==> src/sv/first_fit_free_list_allocator_assert.svh <==
// Assertion macros for the first-fit free-list allocator.
// Depends on nothing; the including module supplies clk and rst.
`ifndef FIRST_FIT_FREE_LIST_ALLOCATOR_ASSERT_SVH
`define FIRST_FIT_FREE_LIST_ALLOCATOR_ASSERT_SVH
`ifndef SYNTHESIS
`define FFA_ASSERT(lbl, prop, msg) \
  lbl: assert property (@(posedge clk) disable iff (rst) (prop)) else $error(msg);
`define FFA_ASSERT_ALWAYS(lbl, prop, msg) \
  lbl: assert property (@(posedge clk) (prop)) else $error(msg);
`else
`define FFA_ASSERT(lbl, prop, msg)
`define FFA_ASSERT_ALWAYS(lbl, prop, msg)
`endif
`endif

==> src/sv/ffa_pkg.sv <==
// Package of the first-fit free-list allocator: item types, codes, constants.
// Used by ffa_cell and first_fit_free_list_allocator.
`default_nettype none
package ffa_pkg;
  localparam int TABLE_ENTRIES_DEF = 256;
  localparam logic [31:0] PAGE_ADD  = 32'h0000_0fff;
  localparam logic [31:0] PAGE_MASK = 32'hffff_f000;

  localparam logic [1:0] ST_OK      = 2'd0;
  localparam logic [1:0] ST_NO_FIT  = 2'd1;
  localparam logic [1:0] ST_LOST    = 2'd2;

  localparam logic [2:0] M_NONE       = 3'd0;
  localparam logic [2:0] M_ALLOC_KEEP = 3'd1;
  localparam logic [2:0] M_ALLOC_DROP = 3'd2;
  localparam logic [2:0] M_PREV       = 3'd3;
  localparam logic [2:0] M_BOTH       = 3'd4;
  localparam logic [2:0] M_NEXT       = 3'd5;
  localparam logic [2:0] M_INSERT     = 3'd6;

  typedef struct packed {
    logic        operation;
    logic        page_round;
    logic [31:0] region_start;
    logic [31:0] region_length;
  } req_t;

  typedef struct packed {
    logic [31:0] granted_start;
    logic [1:0]  status;
    logic [31:0] free_bytes_total;
    logic [8:0]  entries_in_use;
    logic [31:0] lost_regions;
    logic [31:0] lost_bytes;
    logic [8:0]  peak_entries;
  } rsp_t;

  typedef struct packed {
    logic        cmp_en;
    logic        sel_en;
    logic        upd_en;
    logic [2:0]  mode;
    logic [31:0] size;
    logic [31:0] addr;
    logic [31:0] end_addr;
  } cell_ctrl_t;

  typedef struct packed {
    logic sel;
    logic prev_hit;
    logic next_hit;
    logic zero;
  } cell_hit_t;
endpackage
`default_nettype wire

==> src/sv/ffa_cell.sv <==
// One table cell: holds one free region, compares it with the request and
// shifts or merges with its neighbors. Depends on ffa_pkg.
`default_nettype none
module ffa_cell (
  input  wire logic              clk,
  input  wire logic              valid,
  input  wire ffa_pkg::cell_ctrl_t ctrl,
  input  wire logic              l_fit_seen,
  input  wire logic              l_pos_seen,
  input  wire logic [31:0]       l_start,
  input  wire logic [31:0]       l_len,
  input  wire logic              r_pos,
  input  wire logic [31:0]       r_start,
  input  wire logic [31:0]       r_len,
  output logic                   fit_seen_out,
  output logic                   pos_seen_out,
  output logic                   pos_flag,
  output logic [31:0]            start,
  output logic [31:0]            len,
  output ffa_pkg::cell_hit_t     hit,
  output logic [31:0]            grant
);
  import ffa_pkg::*;

  logic fit, endm, nxt, eq;
  logic sel, pos, prev, pseen, pseen_ex, fseen;
  logic sel_c, pos_c, prev_c;

  assign fit_seen_out = fit | l_fit_seen;
  assign pos_seen_out = pos_flag | l_pos_seen;
  assign sel_c  = fit & ~l_fit_seen;
  assign pos_c  = pos_flag & ~l_pos_seen;
  assign prev_c = r_pos & ~pos_seen_out;

  assign hit.sel      = sel_c;
  assign hit.prev_hit = prev_c & endm;
  assign hit.next_hit = pos_c & nxt;
  assign hit.zero     = sel_c & eq;
  assign grant        = sel_c ? start : '0;

  always_ff @(posedge clk) begin
    if (ctrl.cmp_en) begin
      fit      <= valid && (len >= ctrl.size);
      pos_flag <= !valid || (start > ctrl.addr);
      endm     <= valid && ((start + len) == ctrl.addr);
      nxt      <= valid && (start == ctrl.end_addr);
      eq       <= len == ctrl.size;
    end
    if (ctrl.sel_en) begin
      sel      <= sel_c;
      pos      <= pos_c;
      prev     <= prev_c;
      fseen    <= fit_seen_out;
      pseen    <= pos_seen_out;
      pseen_ex <= l_pos_seen;
    end
    if (ctrl.upd_en) begin
      case (ctrl.mode)
        M_ALLOC_KEEP: begin
          if (sel) begin
            start <= start + ctrl.size;
            len   <= len - ctrl.size;
          end
        end
        M_ALLOC_DROP: begin
          if (fseen) begin
            start <= r_start;
            len   <= r_len;
          end
        end
        M_PREV: begin
          if (prev) len <= len + ctrl.size;
        end
        M_BOTH: begin
          if (prev) begin
            len <= len + ctrl.size + r_len;
          end else if (pseen) begin
            start <= r_start;
            len   <= r_len;
          end
        end
        M_NEXT: begin
          if (pos) begin
            start <= ctrl.addr;
            len   <= len + ctrl.size;
          end
        end
        M_INSERT: begin
          if (pos) begin
            start <= ctrl.addr;
            len   <= ctrl.size;
          end else if (pseen_ex) begin
            start <= l_start;
            len   <= l_len;
          end
        end
        default: begin
        end
      endcase
    end
  end
endmodule
`default_nettype wire

==> config.mk <==
export PLATFORM = sky130hd
export DESIGN_NAME = ffa_cell
export DESIGN_NICKNAME = d
export VERILOG_FILES = /design/src/sv/first_fit_free_list_allocator_assert.svh /design/src/sv/ffa_pkg.sv /design/src/sv/ffa_cell.sv
export SDC_FILE = /design/constraint.sdc
export NUM_CORES = 1
export LEC_CHECK = 0
export BUFFER_PORTS_ARGS = -buffer_cell sky130_fd_sc_hd__buf_4
export CELL_PAD_IN_SITES_DETAIL_PLACEMENT = 0
export CELL_PAD_IN_SITES_GLOBAL_PLACEMENT = 1
export CORE_MARGIN = 3
export CORE_UTILIZATION = 37
export CTS_BUF_LIST = sky130_fd_sc_hd__clkbuf_16
export CTS_CLUSTER_DIAMETER = 100
export DETAILED_ROUTE_END_ITERATION = 7
export PLACE_DENSITY = 0.89
export RECOVER_POWER = 100
export SYNTH_ARGS = -nofsm -noshare
export SYNTH_HDL_FRONTEND = slang
export SYNTH_SLANG_ARGS = --single-unit
==> constraint.sdc <==
create_clock -name clk -period 6.1 [get_ports clk]
set_input_delay 0.61 -clock clk [delete_from_list [all_inputs] [get_ports clk]]
set_output_delay 0.61 -clock clk [all_outputs]
set_load 0.01 [all_outputs]
==> impl_metrics.csv, run 1 <==
group,metric,value,unit
outcome,result_of_the_run,"complete, but fails checks",
outcome,violated_checks,"DRC",
setup_path,worst-endpoint-required,6.21,ns
yosys,netlist_instances,1813,
yosys,syn-mean-instance-area,7.91,um2
layout,final_util,46.9,%
timing,fin_setup_tns,0,ns
setup_path,reg2reg_slack,0.41,ns
setup_path,timing.critical_path.fanout_max,5,
timing,slew_headroom,18.6,%
routing,drcViolationCount,1,
power,totalPowerFinal,4150,uW
cts,clockBufferDepth,2,
yosys,syn_area,0.0143,mm2
setup_path,cp-startpoint,"len[0]",
min_path,hold_path.startpoint,"l_pos_seen",
floorplan,floorplan.initialDensity,37.8,%
setup_path,path_class,"reg2reg",
placed_design,dp_hpwl,52900,um
yosys,post_synth_main_area_contributors,"ha_1 (17%), edfxtp_1 (16%), a21oi_1 (6.6%)",
yosys,ys_dominant_reg_cell,"edfxtp_1",
cts,worstSkewPairLatency,0.37,ns
grt,first_global_vias,15628,
yosys,postSynth.asyncResetShare,0,%
grt,grt_overflow,0,
flow_run,max_cap_violations,0,
timing,rsz_0062_raised_after_global_routing,"true",
yosys,synthTopCellsByCount,"a21oi_1 (190), ha_1 (190), inv_1 (137)",
power,vdd_ir_drop_max,0.000121,V
timing,min_period_over_period,93.3,%
cts,inserted_clock_buffers,9,
floorplan,fp.dieArea,0.0411,mm2
layout,post_route_cells_drive_above_1_share,20.7,%
cts,clock-root-buffer,"clkbuf_16",
yosys,synth_enable_flop_cells,75,
timing,final.setup_skew,0.0194,ns
layout,nets,2545,
floorplan,floorplan.die.height,203,um
timing,smallest_hold_slack,0.542,ns
floorplan,placementRows,71,
placed_design,place.gp.congestion,0.950,
yosys,synthesized_net_count,2243,
routing,drt_wl_total,65000,um
power,power_leakage,0.00800,uW
cts,clkTransAtPathRegs,0.08,ns
cts,cts_tree,"yes",
setup_path,crit_path_end_kind,"flip-flop",
floorplan,coreArea,0.0379,mm2
setup_path,setup.worst_path.start_class,"flip-flop",
yosys,synth.largest_area_cell,"ha_1",
timing,least_margin_pin_slew,1.22,ns
placed_design,port-buffer-count,337,
yosys,synth.top_cell.area_share,16.6,%
routing,dr.first_iter.drc_count,1558,
layout,finalNonFillerCells,2635,
grt,grt_pass1_wl,95000,um
power,cellPowerDensity,233,mW/mm2
grt,largest_net_degree_at_the_start_of_global_routing,49,
grt,groute.usage.overall,30.2,%
timing,timing_hold_violations_final,0,
min_path,hold_class,"in2reg",
layout,flow.area_growth_from_synthesis,24.1,%
timing,max_slew_vio_count,0,
floorplan,die_width,203,um
timing,max_clock_freq,0.176,GHz
routing,drt_pass_1_iters,8,
routing,via_count,15999,
cts,cts-htree-levels,3,
timing,report.final.setup_viol,0,
yosys,seq_area_frac_synth,15.7,%
setup_path,rr_startpoint,"len[0]",
yosys,synth.lib_cells_used.distinct,101,
grt,number_of_antenna_violations_at_the_first_check_in_global_routing,4,
timing,finalWorstPathRequiredPeriod,5.69,ns
yosys,count_of_state_elements_after_synthesis,75,
routing,avgRoutedWirePerCell,24.7,um
routing,residual_antenna_violating_net_count_after_detailed_routing,0,
floorplan,ios,338,
routing,vias_per_cell,6.07,
cts,numClockSinks,75,
placed_design,dp_cells,2613,
yosys,yosys_warnings,0,
setup_path,worst_ep_arrival_time,5.81,ns
==> metal layers <==
layer	GRT usage [%]	up-vias	share of wire, %
li1	-	7476	-
met1	40.5	7720	43
met2	50.0	711	47
met3	4.12	92	7.6
met4	10.3	0	3.3
met5	0	-	0
==> repair_timing <==
| action | 4_1_cts | 5_1_grt |
|---|---|---|
| endpoints found under the setup margin | 0 | 3 |
| hold buffers | 0 | 0 |
| hold endpoints to repair | 0 | 0 |
| gates resized for setup | 0 | 5 |
| buffers inserted | 0 | 2 |
==> sequential cells by signal (all words and copies together), names as in the netlist <==
| signal | cells |
|---|---|
| sel | 1 |
| pos | 1 |
| len | 32 |
| fseen | 1 |
| pseen | 1 |
| nxt | 1 |
| start | 32 |
| prev | 1 |
| fit | 1 |
| pseen_ex | 1 |
| endm | 1 |
| pos_flag | 1 |
| eq | 1 |
==> layout by cell type (no fill, tap or decap), types with 14 or more instances in the layout <==
master and instances:
inv_1 140, a22oi_1 19, nor2_1 113, o22ai_1 17, a21oi_1 187, nand2b_1 22
nand4_1 33, a221oi_1 28, a21o_1 61, ha_1 190, mux2i_1 14, o21a_1 17
buf_4 364, o21bai_1 26, a31oi_1 19, nand3_1 33, nand2_1 100, o211ai_1 15
nor4_1 15, a222oi_1 32, xnor2_1 103, and2_1 40, nor2b_1 22, edfxtp_1 75
a221o_1 22, xor2_1 68, and3_1 16, o21ai_0 92, nor3_1 21, a211oi_1 15
==> report_power, final <==
part / total (uW) / internal (uW) / switching, uW
combinational: 2750 / 1160 / 1590
clock: 621 / 355 / 266
sequential: 780 / 652 / 127
total: 4150 / 2170 / 1980
==> area by class of cell <==
type	instances	area [um2]
fillers	3817	20100
multi-input cells	1520	11300
repair buffers	369	2750
flip-flops and latches	75	2250
well taps	511	639
inverters	140	526
clock buffers	9	225
clock inverters	7	86.3
diodes	4	10.0
==> worst max-delay path: stages (launching register included) <==
cell and delay (ns):
edfxtp_1 0.42, ha_1 0.20, inv_1 0.06, fa_1 0.39, o21ba_1 0.22, or3_1 0.31, a21oi_1 0.15, nor2_1 0.11
o21a_4 0.21, o31a_1 0.29, o31ai_4 0.21, a21o_1 0.18, a41oi_2 0.15, a21oi_2 0.19, xnor2_2 0.09, ha_1 0.36
a21oi_1 0.19, o21ai_1 0.11, a31oi_1 0.16, and2_0 0.14, o31a_1 0.17, o21a_1 0.19, nor2_1 0.07, a211oi_2 0.19
buf_4 0.15, mux2i_1 0.16, o21ai_0 0.09, o221a_2 0.28
==> kinds of logic (layout without fill, tap and decap cells) <==
logic type,after synthesis,after routing,synth area share [%]
simple gates,463,463,16.5
fa+ha+maj,200,200,17.6
buf+inv,218,525,5.93
flops,75,75,15.7
compound gates,669,669,32.5
other cells,0,4,0
xor+xnor,173,173,10.6
mux,15,15,1.06
==> path summary, 6_finish.rpt <==
kind                                 end  cells after the start
worst min register to register     fseen                      1
worst max register to register   len[31]                     27
worst max-delay path             len[31]                     27
worst min-delay path            pseen_ex                      1
==> through the flow <==
stage                     instance area, um2  worst slack, ns
after floorplan                        14300            0.362
after global placement                 17500           0.0672
after detailed placement               17500           0.0722
after CTS                              17800            0.325
after global routing                   17800         -0.00919
final                                  17800            0.407
Power figures use the tool's default switching activity.
==> run 2: changes to the inputs <==
- ABC_AREA: unset -> 1
- CORE_UTILIZATION: 37 -> 36
- PLACE_DENSITY: 0.89 -> 0.9
==> impl_metrics.csv, run 2 <==
group,metric,value,unit
outcome,result_of_the_run,"complete, but fails checks",
outcome,violated_checks,"capacitance limit, slew limit",
min_path,hold_class,"in2reg",
timing,max_slew_vio_count,155,
setup_path,crit_path_end_kind,"flip-flop",
layout,nets,3435,
placed_design,place.gp.congestion,1.01,
flow_run,max_cap_violations,5,
floorplan,placementRows,77,
placed_design,port-buffer-count,337,
routing,residual_antenna_violating_net_count_after_detailed_routing,0,
yosys,ys_dominant_reg_cell,"edfxtp_1",
routing,drcViolationCount,0,
yosys,syn-mean-instance-area,6.05,um2
floorplan,ios,338,
floorplan,fp.dieArea,0.0479,mm2
timing,timing_hold_violations_final,0,
power,p_seq_share,18.9,%
setup_path,cpPeakStageDelay,1.29,ns
min_path,hold_path.startpoint,"l_fit_seen",
grt,grt_pass1_wl,123000,um
cts,post_cts_resize_count,0,
routing,via_count,20231,
routing,avgRoutedWirePerCell,23.8,um
grt,groute.usage.overall,34.7,%
yosys,netlist_instances,2695,
timing,least_margin_pin_slew,2.31,ns
floorplan,floorplan.initialDensity,36.6,%
timing,layout_setup_ws,0.859,ns
placed_design,worst_setup_slack_post_dpl,1.16,ns
routing,drt_wl_total,85900,um
setup_path,timing.critical_path.fanout_max,24,
placed_design,dp_hpwl,73000,um
floorplan,floorplan.die.height,219,um
layout,flow.area_growth_from_synthesis,18.4,%
cts,cts_setup_buffers,0,
power,clock_power_share,15.3,%
timing,max_clock_freq,0.191,GHz
setup_path,path_class,"in2reg",
routing,dr.first_iter.drc_count,1531,
yosys,synthMostInstantiatedCell,"nand2_1",
layout,mostFrequentLayoutCell,"nand2_1",
yosys,synth.largest_area_cell,"nand2_1",
yosys,synthTopCellsByCount,"nand2_1 (662), inv_1 (412), nor2_1 (298)",
layout,filler_cell_count,4985,
grt,number_of_antenna_violations_at_the_first_check_in_global_routing,3,
layout,post_route_cells_drive_above_1_share,10.2,%
yosys,count_of_state_elements_after_synthesis,75,
power,totalPowerFinal,3990,uW
cts,clockBufferDepth,2,
power,combPwrFrac,65.8,%
setup_path,rr_startpoint,"pos",
grt,first_global_vias,19692,
setup_path,worstPathBufferInverterCount,3,
power,power_leakage,0.00948,uW
yosys,syn_area,0.0163,mm2
grt,grt_overflow,0,
timing,slew_headroom,-53.8,%
cts,cts-htree-levels,3,
yosys,post_synth_main_area_contributors,"nand2_1 (15%), ha_1 (15%), edfxtp_1 (14%)",
power,switching_share,53.5,%
timing,report.final.setup_viol,0,
cts,holdBufCountCts,0,
timing,final.setup_skew,0.0118,ns
yosys,synth.top_cell.area_share,15.2,%
layout,final_util,43.4,%
floorplan,coreArea,0.0445,mm2
yosys,synth.lib_cells_used.distinct,63,
yosys,seq_area_frac_synth,13.8,%
power,cellPowerDensity,207,mW/mm2
cts,worstSkewPairLatency,0.39,ns
yosys,synthesized_net_count,3125,
setup_path,critical_path.slowest_cell,"inv_1",
grt,largest_net_degree_at_the_start_of_global_routing,37,
floorplan,die_width,219,um
setup_path,worst_path_dominant_cell_family,"buffers and inverters",
power,switchingPower,2130,uW
setup_path,crit_path_cell_trace,"clkbuf_1 -> nand2_1 -> nor2_1 -> nand2_1 -> clkbuf_1 -> inv_1 -> a221oi_1 -> o211ai_1 -> a21oi_1 -> a21oi_1",
routing,vias_per_cell,5.62,
layout,reg_top3,"len (32), start (32)",
routing,drt_pass_1_iters,6,
cts,numClockSinks,75,
timing,rsz_0062_raised_after_global_routing,"false",
cts,inserted_clock_buffers,9,
timing,finalWorstPathRequiredPeriod,5.24,ns
setup_path,worst-endpoint-required,6.33,ns
cts,clkTransAtPathRegs,0.08,ns
setup_path,setup.worst_path.start_class,"primary input",
power,vdd_ir_drop_max,0.000143,V
timing,min_period_over_period,85.9,%
setup_path,worst_ep_arrival_time,5.48,ns
layout,final_cell_mix,"nand2_1 (664), inv_1 (414), nor2_1 (301), buf_4 (237), a21oi_1 (219)",
timing,fin_setup_tns,0,ns
yosys,yosys_warnings,0,
power,cellInternalPower,1860,uW
setup_path,cp-startpoint,"ctrl[97]",
cts,cts_tree,"yes",
yosys,postSynth.asyncResetShare,0,%
yosys,synth_enable_flop_cells,75,
cts,clock-root-buffer,"clkbuf_16",
## run 2: worst paths after layout
kind,depth (start not counted),slack [ns],end
hold reg to reg,1,0.65,fseen
setup / recovery,10,0.86,len[5]
hold / removal,2,0.52,fseen
setup reg to reg,7,1.17,len[5]
## run 2: metal layers
metal  share of wire [%]  up-vias  wire [um]  global-route usage, %
li1                    -     9683          -                      -
met3                 7.1      151       6070                   4.24
met2                  48      909      40900                   60.6
met4                 3.9        4       3380                   13.1
met5               0.026        -         22                      0
met1                  41     9484      35500                   43.5
## run 2: cell families (layout without fill, tap and decap cells)
family          Yosys count  after routing  synth area share, %
simple gates           1268           1268                 32.7
compound gates          587            587                 21.8
buf+inv                 475            790                 11.4
fa+ha+maj               195            195                 15.2
xor+xnor                 95             95                 5.23
flops                    75             75                 13.8
other cells               0              1                    0
## run 2: worst reg2reg max path, delay by kind of cell (launching register included)
kind	cells	cell delay [ns]
compound gates	4	0.98
buf+inv	2	2.57
flops	1	0.52
simple gates	1	0.59
## run 2: layout make-up
type                            instances  area (um2)  share of cell area, %
Multi-Input combinational cell       2145       12200                   63.2
Sequential cell                        75        2250                   11.7
Timing Repair Buffer                  353        2210                   11.5
Inverter                              421        1580                   8.18
Tap cell                              592         741                   3.84
Clock buffer                            9         225                   1.17
Clock inverter                          7        82.6                  0.428
Antenna cell                            1        2.50                 0.0130
## run 2: power groups by stage
stage | registers (uW) | clock network [uW] | logic [uW]
2_1_floorplan | 716 | 0 | 1700
3_3_place_gp | 758 | 0 | 2610
3_5_place_dp | 759 | 0 | 2610
4_1_cts | 747 | 616 | 2630
5_1_grt | 755 | 634 | 2890
6_report | 754 | 611 | 2620
## run 2: stage by stage
stage | std cells | instance area (um2) | hold WS [ns]
2_1_floorplan | 2695 | 16300 | 0.563
3_3_place_gp | 3586 | 19400 | 0.640
3_5_place_dp | 3586 | 19400 | 0.637
4_1_cts | 3602 | 19800 | 0.423
5_1_grt | 3603 | 19300 | 0.525
6_report | 3603 | 19300 | 0.522
